## src/sv/sfpsp_pkg.sv

```systemverilog
// Shared types, byte codes and the command length table for the serial frame parser.
// No dependencies; compiled first.
package sfpsp_pkg;

   localparam logic [7:0] HEADER_BYTE = 8'h55;
   localparam logic [7:0] CMD_D1      = 8'hD1;
   localparam logic [7:0] CMD_D2      = 8'hD2;
   localparam logic [7:0] CMD_D3      = 8'hD3;
   localparam logic [7:0] CMD_D4      = 8'hD4;
   localparam logic [7:0] CMD_D5      = 8'hD5;
   localparam logic [7:0] CMD_D6      = 8'hD6;
   localparam logic [7:0] CMD_D7      = 8'hD7;

   localparam int unsigned DATA_DEPTH  = 16;
   localparam logic [3:0]  NAME_COUNT  = 4'd8;

   typedef enum logic [3:0] {
      PH_HEADER  = 4'b0001,
      PH_COMMAND = 4'b0010,
      PH_DATA    = 4'b0100,
      PH_CHECK   = 4'b1000
   } phase_type;

   // One published frame: one record, or two fragments for a name frame.
   typedef struct packed {
      logic [31:0] seq0;
      logic [5:0]  idx0;
      logic [5:0]  idx1;
      logic [3:0]  count;
      logic [63:0] payload0;
      logic [63:0] payload1;
      logic        split;
   } rec_pair_type;

   // Data length of a command; zero marks an unknown command.
   function automatic logic [4:0] length_of(input logic [7:0] cmd);
      logic [4:0] len;
      case (cmd)
         CMD_D1:  len = 5'd3;
         CMD_D2:  len = 5'd3;
         CMD_D3:  len = 5'd1;
         CMD_D4:  len = 5'd2;
         CMD_D5:  len = 5'd3;
         CMD_D6:  len = 5'd6;
         CMD_D7:  len = 5'd16;
         default: len = 5'd0;
      endcase
      return len;
   endfunction

endpackage

```

## src/sv/sfpsp_parser.sv

```systemverilog
// Byte-level frame parser: header, command, data, checksum; builds the record pair.
// Uses sfpsp_pkg for codes, the phase type and the record pair struct.
module sfpsp_parser #(
   parameter int RING_DEPTH = 64
) (
   input  logic                  clock,
   input  logic                  reset,
   input  logic                  in_fire,
   input  logic [7:0]            rx_byte,
   output logic                  pub_valid,
   output sfpsp_pkg::rec_pair_type pub
);

   localparam int IW = (RING_DEPTH > 1) ? $clog2(RING_DEPTH) : 1;
   localparam int EW = IW + 6;

   sfpsp_pkg::phase_type phase_ff, phase_in;
   logic [7:0]  cmd_ff, cmd_in;
   logic [4:0]  len_ff, len_in;
   logic [4:0]  cnt_ff, cnt_in;
   logic [7:0]  sum_ff, sum_in;
   logic [31:0] seq_ff, seq_in;
   logic [IW-1:0] idx_ff, idx_in;
   logic [7:0]  data_ff [sfpsp_pkg::DATA_DEPTH];

   logic        data_wr;
   logic [4:0]  cmd_len;
   logic        is_name;
   logic [31:0] seq_a, seq_b;
   logic [IW-1:0] idx_a, idx_b;
   logic [EW-1:0] ext_a, ext_b;
   logic [63:0] short_payload, name_lo, name_hi;

   assign cmd_len = sfpsp_pkg::length_of(rx_byte);
   assign is_name = (cmd_ff == sfpsp_pkg::CMD_D7);

   // Ring index follows the sequence; restart it when the sequence wraps.
   assign seq_a = seq_ff + 32'd1;
   assign seq_b = seq_ff + 32'd2;
   assign idx_a = (seq_a == 32'd0) ? '0 :
                  (idx_ff == IW'(RING_DEPTH - 1)) ? '0 : idx_ff + IW'(1);
   assign idx_b = (seq_b == 32'd0) ? '0 :
                  (idx_a == IW'(RING_DEPTH - 1)) ? '0 : idx_a + IW'(1);
   assign ext_a = EW'(idx_a);
   assign ext_b = EW'(idx_b);

   always_comb begin
      short_payload = '0;
      short_payload[7:0] = cmd_ff;
      for (int i = 0; i < 7; i++) begin
         short_payload[8*(i+1) +: 8] = (5'(i) < len_ff) ? data_ff[i] : 8'h00;
      end
      for (int i = 0; i < 8; i++) begin
         name_lo[8*i +: 8] = data_ff[i];
         name_hi[8*i +: 8] = data_ff[8+i];
      end
   end

   always_comb begin
      pub.seq0     = seq_a;
      pub.idx0     = ext_a[5:0];
      pub.idx1     = ext_b[5:0];
      pub.count    = is_name ? sfpsp_pkg::NAME_COUNT : 4'(len_ff) + 4'd1;
      pub.payload0 = is_name ? name_lo : short_payload;
      pub.payload1 = name_hi;
      pub.split    = is_name;
   end

   always_comb begin
      phase_in  = phase_ff;
      cmd_in    = cmd_ff;
      len_in    = len_ff;
      cnt_in    = cnt_ff;
      sum_in    = sum_ff;
      seq_in    = seq_ff;
      idx_in    = idx_ff;
      data_wr   = 1'b0;
      pub_valid = 1'b0;
      if (in_fire) begin
         case (phase_ff)
            sfpsp_pkg::PH_HEADER: begin
               if (rx_byte == sfpsp_pkg::HEADER_BYTE) begin
                  phase_in = sfpsp_pkg::PH_COMMAND;
                  sum_in   = rx_byte;
               end
            end
            sfpsp_pkg::PH_COMMAND: begin
               cmd_in = rx_byte;
               len_in = cmd_len;
               // drop unknown commands without rechecking the byte as a header
               if (cmd_len == 5'd0) begin
                  phase_in = sfpsp_pkg::PH_HEADER;
               end else begin
                  sum_in   = sum_ff + rx_byte;
                  cnt_in   = 5'd0;
                  phase_in = sfpsp_pkg::PH_DATA;
               end
            end
            sfpsp_pkg::PH_DATA: begin
               data_wr = 1'b1;
               cnt_in  = cnt_ff + 5'd1;
               sum_in  = sum_ff + rx_byte;
               if (cnt_in >= len_ff) begin
                  phase_in = sfpsp_pkg::PH_CHECK;
               end
            end
            sfpsp_pkg::PH_CHECK: begin
               phase_in = sfpsp_pkg::PH_HEADER;
               if (sum_ff == rx_byte) begin
                  pub_valid = 1'b1;
                  seq_in    = is_name ? seq_b : seq_a;
                  idx_in    = is_name ? idx_b : idx_a;
               end
            end
            default: begin
               phase_in = sfpsp_pkg::PH_HEADER;
            end
         endcase
      end
   end

   always_ff @(posedge clock) begin
      if (reset) begin
         phase_ff <= sfpsp_pkg::PH_HEADER;
         cmd_ff   <= '0;
         len_ff   <= '0;
         cnt_ff   <= '0;
         sum_ff   <= '0;
         seq_ff   <= '0;
         idx_ff   <= '0;
      end else begin
         phase_ff <= phase_in;
         cmd_ff   <= cmd_in;
         len_ff   <= len_in;
         cnt_ff   <= cnt_in;
         sum_ff   <= sum_in;
         seq_ff   <= seq_in;
         idx_ff   <= idx_in;
      end
   end

   always_ff @(posedge clock) begin
      if (data_wr) begin
         data_ff[cnt_ff[3:0]] <= rx_byte;
      end
   end

   // A frame spans at least four bytes, so publishes never come back to back.
   a_pub_spacing: assert property (@(posedge clock) disable iff (reset)
      pub_valid |=> !pub_valid)
      else $error("publish in consecutive cycles");

   a_data_len: assert property (@(posedge clock) disable iff (reset)
      (phase_ff == sfpsp_pkg::PH_DATA) |-> (len_ff != 5'd0 && cnt_ff < len_ff))
      else $error("data phase with count past frame length");

endmodule

```

## src/sv/sfpsp_rec_queue.sv

```systemverilog
// Two-entry queue of published frames; expands a name frame into two fragment records.
// Uses sfpsp_pkg::rec_pair_type.
module sfpsp_rec_queue (
   input  logic                    clock,
   input  logic                    reset,
   input  logic                    push,
   input  sfpsp_pkg::rec_pair_type push_data,
   output logic                    full,
   output logic                    rsp_valid,
   input  logic                    rsp_stall,
   output logic [31:0]             rsp_slot_sequence,
   output logic [5:0]              rsp_slot_index,
   output logic [3:0]              rsp_byte_count,
   output logic [63:0]             rsp_slot_payload,
   output logic                    rsp_split_flag,
   output logic                    rsp_split_part,
   output logic                    rsp_last
);

   sfpsp_pkg::rec_pair_type q_ff [2];
   sfpsp_pkg::rec_pair_type head;
   logic       wr_ptr_ff, wr_ptr_in;
   logic       rd_ptr_ff, rd_ptr_in;
   logic [1:0] cnt_ff, cnt_in;
   logic       part_ff, part_in;
   logic       out_fire, pop;

   assign head      = q_ff[rd_ptr_ff];
   assign full      = (cnt_ff == 2'd2);
   assign rsp_valid = (cnt_ff != 2'd0);
   assign out_fire  = rsp_valid && !rsp_stall;
   // release the entry after its last record transfer
   assign pop       = out_fire && (!head.split || part_ff);

   assign rsp_slot_sequence = head.seq0 + 32'(part_ff);
   assign rsp_slot_index    = part_ff ? head.idx1 : head.idx0;
   assign rsp_byte_count    = head.count;
   assign rsp_slot_payload  = part_ff ? head.payload1 : head.payload0;
   assign rsp_split_flag    = head.split;
   assign rsp_split_part    = part_ff;
   assign rsp_last          = !head.split || part_ff;

   always_comb begin
      wr_ptr_in = push ? !wr_ptr_ff : wr_ptr_ff;
      rd_ptr_in = pop ? !rd_ptr_ff : rd_ptr_ff;
      cnt_in    = cnt_ff + 2'(push) - 2'(pop);
      part_in   = part_ff;
      if (out_fire) begin
         part_in = head.split && !part_ff;
      end
   end

   always_ff @(posedge clock) begin
      if (reset) begin
         wr_ptr_ff <= 1'b0;
         rd_ptr_ff <= 1'b0;
         cnt_ff    <= '0;
         part_ff   <= 1'b0;
      end else begin
         wr_ptr_ff <= wr_ptr_in;
         rd_ptr_ff <= rd_ptr_in;
         cnt_ff    <= cnt_in;
         part_ff   <= part_in;
      end
   end

   always_ff @(posedge clock) begin
      if (push) begin
         q_ff[wr_ptr_ff] <= push_data;
      end
   end

   a_no_overflow: assert property (@(posedge clock) disable iff (reset)
      push |-> (cnt_ff != 2'd2 || pop))
      else $error("push into full record queue");

   a_part_on_split: assert property (@(posedge clock) disable iff (reset)
      part_ff |-> (cnt_ff != 2'd0 && head.split))
      else $error("second fragment pending without a split entry");

endmodule

```

## src/sv/serial_frame_parser_slot_publisher_core.sv

```systemverilog
// Top level of the serial frame parser and slot publisher.
// Instantiates sfpsp_parser and sfpsp_rec_queue; uses sfpsp_pkg.
//
//  channel | direction | handshake              | payload
//  req     | in        | req_valid / req_stall  | req_rx_byte
//  rsp     | out       | rsp_valid / rsp_stall  | slot record fields
//
// One byte is taken per cycle while req_stall is low; the parser state updates in that cycle.
// A good frame enters the record queue at the checksum byte's edge and its
// first record is offered once it reaches the queue head; a name frame is offered as two fragment records.
// req_stall rises only while both queue entries hold frames.
// Reset (synchronous) returns the parser to header search and sequence zero.
module serial_frame_parser_slot_publisher_core #(
   parameter int RING_DEPTH = 64
) (
   input  logic        clock,
   input  logic        reset,
   input  logic        req_valid,
   output logic        req_stall,
   input  logic [7:0]  req_rx_byte,
   output logic        rsp_valid,
   input  logic        rsp_stall,
   output logic [31:0] rsp_slot_sequence,
   output logic [5:0]  rsp_slot_index,
   output logic [3:0]  rsp_byte_count,
   output logic [63:0] rsp_slot_payload,
   output logic        rsp_split_flag,
   output logic        rsp_split_part,
   output logic        rsp_last
);

   logic                    in_fire;
   logic                    pub_valid;
   logic                    q_full;
   sfpsp_pkg::rec_pair_type pub;

   assign req_stall = q_full;
   assign in_fire   = req_valid && !q_full;

   sfpsp_parser #(
      .RING_DEPTH (RING_DEPTH)
   ) u_parser (
      .clock     (clock),
      .reset     (reset),
      .in_fire   (in_fire),
      .rx_byte   (req_rx_byte),
      .pub_valid (pub_valid),
      .pub       (pub)
   );

   sfpsp_rec_queue u_queue (
      .clock             (clock),
      .reset             (reset),
      .push              (pub_valid),
      .push_data         (pub),
      .full              (q_full),
      .rsp_valid         (rsp_valid),
      .rsp_stall         (rsp_stall),
      .rsp_slot_sequence (rsp_slot_sequence),
      .rsp_slot_index    (rsp_slot_index),
      .rsp_byte_count    (rsp_byte_count),
      .rsp_slot_payload  (rsp_slot_payload),
      .rsp_split_flag    (rsp_split_flag),
      .rsp_split_part    (rsp_split_part),
      .rsp_last          (rsp_last)
   );

endmodule
```

## config.mk

```make
export PLATFORM = sky130hd
export DESIGN_NAME = serial_frame_parser_slot_publisher_core
export DESIGN_NICKNAME = d
export VERILOG_FILES = /design/src/sv/sfpsp_pkg.sv /design/src/sv/sfpsp_parser.sv /design/src/sv/sfpsp_rec_queue.sv /design/src/sv/serial_frame_parser_slot_publisher_core.sv
export SDC_FILE = /design/constraint.sdc
export NUM_CORES = 1
export LEC_CHECK = 0
export ABC_AREA = 1
export BUFFER_PORTS_ARGS = -buffer_cell sky130_fd_sc_hd__buf_2
export CAP_MARGIN = 20
export CORE_MARGIN = 1.5
export CORE_UTILIZATION = 34
export DETAILED_ROUTE_END_ITERATION = 10
export PLACE_DENSITY = 0.53
export SYNTH_ARGS = -nofsm -noshare
export SYNTH_HDL_FRONTEND = slang
export SYNTH_SLANG_ARGS = --single-unit
```

## constraint.sdc

```tcl
create_clock -name clock -period 14.7 [get_ports clock]
set_input_delay 0.735 -clock clock [delete_from_list [all_inputs] [get_ports clock]]
set_output_delay 0.735 -clock clock [all_outputs]
set_load 0.005 [all_outputs]
```

==> summary.md, run 1 <==
| Metric | Value |
|---|---|
| Run status | `complete, no violations` |
| Pre-Repair DR Iteration Count | `7` |
| Synthesized instance count | `about 2200` |
| Sequential share of the synthesized area | `about two thirds` |
| Final Hold Viols | `0` |
| Peak fanout along the critical path | `between 50 and 60` |
| Routed len/inst | `approximately 19 um` |
| Mapped cell area | `around 0.024 mm2` |
| Crit Path Category | `flop to output port` |
| Predominant post-synthesis flop cell | `edfxtp_1` |
| Die Span X | `around 270 um` |
| Antenna Nets Post-Route | `0` |
| Port buffer count | `between 100 and 150` |
| Worst-Skew Late Latency | `630 ps` |
| # IOs | `123` |
| Clock skew | `between 30 and 40 ps` |
| GPL Wtd Cong | `between 0.8 and 0.9` |
| Final #Nets | `roughly 2300` |
| CTS clock-pin slew for the worst setup and hold paths | `~60 ps` |
| Slew margin rel. | `24.9%` |
| Largest net degree at the start of global routing | `93` |
| DIE HEIGHT | `about 270 um` |
| Cts-stage hold buffer count | `0` |
| Via count of the first global-routing pass | `approximately 16000` |
| Setup TNS | `0 ps` |
| Largest cells by area after synthesis | `edfxtp_1, dfxtp_1, nand2_1, nor2_1, o21ai_0` |
| Cell variety after synth | `50` |
| Asr flop ratio synth | `0%` |
| P_leak | `10.2 nW` |
| Initial antenna violation count | `1` |
| All-Layer GR Usage | `between 15 and 20%` |
| Power Density | `123 mW/mm2` |
| Fillers | `around 6800` |
| Period utilization | `a little under two fifths` |
| Share of layout cells above drive strength 1 | `between 10% and 20%` |
| Worst Tran Pin Value | `1120 ps` |
| Final core occ | `between 30% and 40%` |
| #FFs+latches synth | `555` |
| Post-Place Setup Slack | `around 9200 ps` |
| Final worst slack | `9250 ps` |
| Data required, critical path | `13970 ps` |
| Unrepaired setup endpoints after global routing | `no` |
| Vias per std cell | `roughly 5` |
| Post-synth top area share | `60.2%` |
| Drt drc | `0` |
| HPWL after detailed placement | `roughly 40000 um` |
| Post-synth EDFFs | `482` |
| Final period demand of the worst path | `5450 ps` |
| Worst Path Arrival | `between 4000 and 5000 ps` |
| Synthesized Nets | `about 2200` |
| Buf/Inv on CP | `4` |
| CP Cell Sequence | `buf_4 -> o21ai_0 -> inv_1 -> ha_1 -> inv_1 -> nor3_1 -> nand2_1 -> nor2_2 -> nand4_1 -> nor2_1 -> nand3_1 -> nor2_1 -> nand3_1 -> xor2_1 -> buf_2` |
| DR vias | `between 15000 and 20000` |
| PostCTS Resize Cnt | `0` |
| Synth warnings | `0` |
| # setup viols final | `0` |
| Final Max Tran Viols | `0` |
| CTS Buf Count | `just under 60` |
| Hold Path Class | `flop to flop` |
| Delay-heaviest family, CP | `simple AND/OR/NAND/NOR gates` |
| Synth cell count leaders | `edfxtp_1, nand2_1, nor2_1` |
| First-pass GRT wire length | `between 90000 and 100000 um` |
| Mean post-synth cell area | `roughly 11 um2` |
| Slowest cell on crit path | `dfxtp_4` |
| DIE AREA | `about 0.072 mm2` |
| Initial drt markers | `1298` |
| Post-CTS Repair Setup Buffers | `0` |
| Largest stage delay, worst path | `730 ps` |
| Max Fclk | `~180 MHz` |
| H-tree Lvls | `2` |
| Area leader, netlist | `edfxtp_1` |
| Overflow after GRT | `0` |
| Total Wirelength | `approximately 63000 um` |
| Maximum vdd drop | `~0.09 mV` |
| Core ar. | `~0.070 mm2` |
| Root Driver | `clkbuf_16` |
| Most common cell in the netlist | `edfxtp_1` |
| Starting Density | `34.3%` |
| Sink Count | `555` |
| TritonCTS clock tree | `built` |
| Max_cap viols | `0` |
| Crit path launch type | `flop` |
| Area Overhead vs Synth | `15.4%` |
| Crit. End Element | `output port` |
| # rows | `97` |
| Max Root-Sink Buffers | `3` |
-- logic make-up (layout without fill, tap and decap cells) --
kind of cell,after synthesis,count (layout),share of synthesized area (%)
buf+inv,284,456,4.48
mux,24,24,1.00
simple gates,806,806,14.4
xor+xnor,72,72,2.62
flops,555,555,66.3
compound gates,413,413,9.75
other cells,0,1,0
fa+ha+maj,26,26,1.39
-- power by group --
part / internal [mW] / switching (mW) / total [mW] / leakage (nW)
Combinational: 0.0525 / 0.120 / 0.173 / 4.02
Sequential: 1.72 / 0.0147 / 1.74 / 5.21
Clock: 0.871 / 0.625 / 1.50 / 0.955
Total: 2.64 / 0.760 / 3.40 / 10.2
-- layout by cell type, fill, tap and decap left out, drive strengths merged, types with 8 or more instances in the layout --
cell,count
edfxtp,482
nand2,336
nor2,325
o21ai,227
inv,200
buf,143
nand3,87
o22ai,77
dfxtp,73
clkbuf,68
xor2,57
a21oi,38
clkinv,34
ha,25
o31ai,24
mux2i,24
nand4,17
nor3,16
xnor2,15
a31oi,11
a22oi,9
nand3b,8
a211oi,8
nor4,8
-- layout make-up --
| class | count | area, um2 | area share [%] |
|---|---|---|---|
| Clock inverter | 42 | 444 | 1.60 |
| Timing Repair Buffer | 144 | 836 | 3.02 |
| Inverter | 203 | 764 | 2.76 |
| Sequential cell | 555 | 15900 | 57.5 |
| Tap cell | 940 | 1180 | 4.24 |
| Clock buffer | 67 | 1530 | 5.51 |
| Antenna cell | 1 | 2.50 | 0.00903 |
| Multi-Input combinational cell | 1341 | 7030 | 25.4 |
-- through the flow --
| step | instances | hold slack, ps | total power, mW | instance area [um2] |
|---|---|---|---|---|
| final | 3293 | 413 | 3.40 | 27700 |
| after global routing | 3292 | 421 | 3.53 | 27700 |
| after CTS | 3290 | 405 | 3.44 | 27700 |
| after detailed placement | 3181 | 430 | 1.94 | 25700 |
| after global placement | 3179 | 422 | 1.93 | 25700 |
| after floorplan | 2180 | 421 | 1.88 | 24000 |
-- worst register-to-register path, cell delays in order, from the launching register on --
cell and delay [ps]:
dfxtp_1 320, inv_1 110, o21ai_0 360, inv_1 250, nand4_1 320, nor2_4 650
buf_16 250, buf_4 750, buf_4 980
-- flip-flops by register name (all words and copies together) (netlist names), named ones only --
register / cells
u_queue.rsp_split_part: 1
u_queue.rd_ptr_ff: 1
u_queue.cnt_ff: 2
u_parser.sum_ff: 8
u_parser.seq_ff: 32
u_parser.cmd_ff: 8
u_queue.wr_ptr_ff: 1
u_parser.idx_ff: 6
u_queue.q_ff: 354
u_parser.len_ff: 4
u_parser.cnt_ff: 5
u_parser.phase_ff: 4
u_parser.data_ff: 128
-- worst paths after layout --
kind | start | to | slack (ps) | depth (start not counted)
max | flop | rsp_slot_sequence[30] | 9250 | 15
min | u_parser.data_ff[13][6] | u_queue.q_ff[0][47] | 410 | 0
max reg2reg | u_queue.cnt_ff[1] | u_queue.q_ff[1][132] | 10210 | 8
min reg2reg | u_parser.data_ff[13][6] | u_queue.q_ff[0][47] | 410 | 0
-- per-layer routing --
| metal | global-route usage [%] | vias to the layer above | routed length, um |
|---|---|---|---|
| li1 | - | 7876 | - |
| met4 | 4.87 | 0 | 1450 |
| met2 | 28.9 | 459 | 30300 |
| met3 | 2.91 | 95 | 3460 |
| met1 | 23.3 | 8081 | 27700 |
| met5 | 0 | - | 0 |
No activity file was read; power rests on OpenSTA's default activity.
==> run 2: changes to the inputs <==
clock period = 5.1 ns   (was 14.7 ns; I/O delays follow)
==> run 2 against run 1 <==
  * Worst setup slack worse by 8500 ps
  * Via count is 0.10% lower
  * Clock skew increased by 27 ps
  * Highest routed layer unchanged
==> summary.md, run 2 (synthesis gave the netlist of run 1 again) <==
| Metric | Value |
|---|---|
| Run status | `complete, no violations` |
| Die Span X | `269 um (unchanged)` |
| Drt drc | `0 (unchanged)` |
| DIE HEIGHT | `269 um (unchanged)` |
| DIE AREA | `0.0723 mm2 (unchanged)` |
| Hold Path Class | `input port to flop` |
| Share of layout cells above drive strength 1 | `12.9% (+0.062 points)` |
| Maximum vdd drop | `0.296 mV (+230%)` |
| Period utilization | `a little under nine tenths` |
| Flop pwr share | `50.1% (-0.9 points)` |
| Switch share | `22.3% (about the same)` |
| Power Density | `359 mW/mm2 (+190%)` |
| Crit. End Element | `output port` |
| CTS Buf Count | `60 (+1.7%)` |
| Slew margin rel. | `31.8% (+6.9 points)` |
| TritonCTS clock tree | `built` |
| Final Hold Viols | `0 (unchanged)` |
| Max Root-Sink Buffers | `3 (unchanged)` |
| FF+latch area | `0.0159 mm2 (unchanged)` |
| Data required, critical path | `4850 ps (-9120 ps)` |
| GPL Wtd Cong | `0.886 (+0.21%)` |
| Area of the multi-input gates | `0.00703 mm2 (unchanged)` |
| # rows | `97 (unchanged)` |
| Setup TNS | `0 ps (unchanged)` |
| Largest register FFs | `354 (unchanged)` |
| CTS clock-pin slew for the worst setup and hold paths | `60 ps (about the same)` |
| # setup viols final | `0 (unchanged)` |
| Via count of the first global-routing pass | `16400 (+0.37%)` |
| Unrepaired setup endpoints after global routing | `no` |
| Vias per std cell | `4.99 (-0.47%)` |
| HPWL after detailed placement | `41200 um (+2.5%)` |
| Pre-Repair DR Iteration Count | `5 (-2)` |
| Area Overhead vs Synth | `15.9%` |
| First-pass GRT wire length | `98000 um (+2.1%)` |
| Dpl cell area | `0.0258 mm2 (+0.18%)` |
| H-tree Lvls | `2 (unchanged)` |
| Max_cap viols | `0 (unchanged)` |
| Antenna Nets Post-Route | `0 (unchanged)` |
| Clock skew | `64.3 ps (+26.9 ps)` |
| NetSw | `2.23 mW (+190%)` |
| Root Driver | `clkbuf_16` |
| Post-CTS Repair Setup Buffers | `0 (unchanged)` |
| # IOs | `123 (unchanged)` |
| Final #Nets | `2351 (+0.38%)` |
| Crit path launch type | `flop` |
| Largest Register | `u_queue.q_ff` |
| Post-Place Setup Slack | `1360 ps (-7870 ps)` |
| Commonest non-fill, non-tap cell in the layout | `edfxtp_1` |
| Port buffer count | `122 (unchanged)` |
| Overflow after GRT | `0 (unchanged)` |
| Worst Path Arrival | `4090 ps (-620 ps)` |
| Fillers | `6754 (-0.030%)` |
| Initial drt markers | `1287 (-0.85%)` |
| Final period demand of the worst path | `between 4000 and 5000 ps` |
| Crit Path Category | `flop to output port` |
| Most frequent cells in the layout | `edfxtp_1, nand2_1, nor2_1, o21ai_0, inv_1` |
| Sink Count | `555 (unchanged)` |
| P_leak | `10.2 nW (+0.61%)` |
| Starting Density | `34.3% (unchanged)` |
| Max Fclk | `around 230 MHz` |
| Final worst slack | `758 ps (-8500 ps)` |
| All-Layer GR Usage | `17.7% (+0.37 points)` |
| Final Cell Area | `0.0279 mm2 (+0.48%)` |
| Worst Tran Pin Value | `1020 ps (-96.8 ps)` |
| Final core occ | `39.8% (+0.19 points)` |
| Int Power | `7.76 mW (+190%)` |
| Comb pwr share | `5.0% (about the same)` |
| Initial antenna violation count | `1 (unchanged)` |
| Largest net degree at the start of global routing | `121 (+30%)` |
| Final Max Tran Viols | `0 (unchanged)` |
| Routed len/inst | `19.5 um (+2.1%)` |
| Peak fanout along the critical path | `57 (unchanged)` |
| Core ar. | `0.0700 mm2 (unchanged)` |
| Total Wirelength | `64400 um (+2.4%)` |
| Worst-Skew Late Latency | `660 ps (+30 ps)` |
| DR vias | `16500 (-0.10%)` |
| Clock power frac | `44.9% (+1.0 points)` |
[run 2: cell count changes in the layout (fill, tap and decap cells not counted), sizes merged]
| cell | delta |
|---|---|
| clkbuf | +6 |
| dlygate4sd3 | +1 |
| buf | +8 |
| clkinv | -3 |
| bufinv | +2 |
| clkinvlp | -2 |
[run 2: final timing paths]
check | from | end | slack [ps] | depth (start not counted)
max | flop | rsp_slot_sequence[30] | 760 | 15
min | req_rx_byte[1] | u_parser.data_ff[9][1] | 150 | 2
max reg2reg | u_parser.seq_ff[1] | u_parser.idx_ff[4] | 1630 | 17
min reg2reg | u_parser.data_ff[8][0] | u_queue.q_ff[1][1] | 430 | 0
[run 2: layout make-up]
cell class | count | share of cell area [%]
Inverter | 203 | 2.74
Clock inverter | 39 | 1.75
Multi-Input combinational cell | 1341 | 25.2
Tap cell | 940 | 4.22
Clock buffer | 74 | 5.61
Sequential cell | 555 | 57.2
Antenna cell | 1 | 0.00898
Timing Repair Buffer | 152 | 3.19
[run 2: metrics by stage]
step | hold WS (ps) | power [mW] | std cells
after floorplan | 354 | 5.43 | 2180
after global placement | 422 | 5.58 | 3187
after detailed placement | 430 | 5.60 | 3188
after CTS | 115 | 10.1 | 3302
after global routing | 142 | 10.3 | 3304
final | 149 | 9.99 | 3305
[run 2: repair_timing]
action / in CTS / in global routing
gates resized for setup: 0 / 0
hold buffers: 1 / 0
endpoints found under the setup margin: 0 / 0
endpoints found under the hold margin: 3 / 0
[run 2: critical path: stages (launching register included)]
cell and delay [ps]:
dfxtp_4 800, nand2_1 100, nand2_1 110, ha_1 170, ha_1 140, inv_1 50
nor3_1 280, nand2_1 180, nor2_2 210, nand4_1 320, nor2_1 260, nand3_1 150
nor2_1 230, nand3_1 130, xor2_1 150, buf_2 140
[run 2: power by group through the flow]
stage | clock [mW] | combinational [mW] | sequential (mW)
5_1_grt | 4.75 | 0.574 | 5.00
2_1_floorplan | 0 | 0.345 | 5.08
3_3_place_gp | 0 | 0.486 | 5.09
3_5_place_dp | 0 | 0.502 | 5.10
6_report | 4.49 | 0.503 | 5.00
4_1_cts | 4.58 | 0.505 | 5.00
[run 2: metal layers]
layer	vias up	track usage, %	part of all wire, %
met5	-	0	0
met4	0	4.65	2.0
met2	412	29.3	47
li1	7881	-	-
met1	8104	24.3	46
met3	97	2.78	5.1
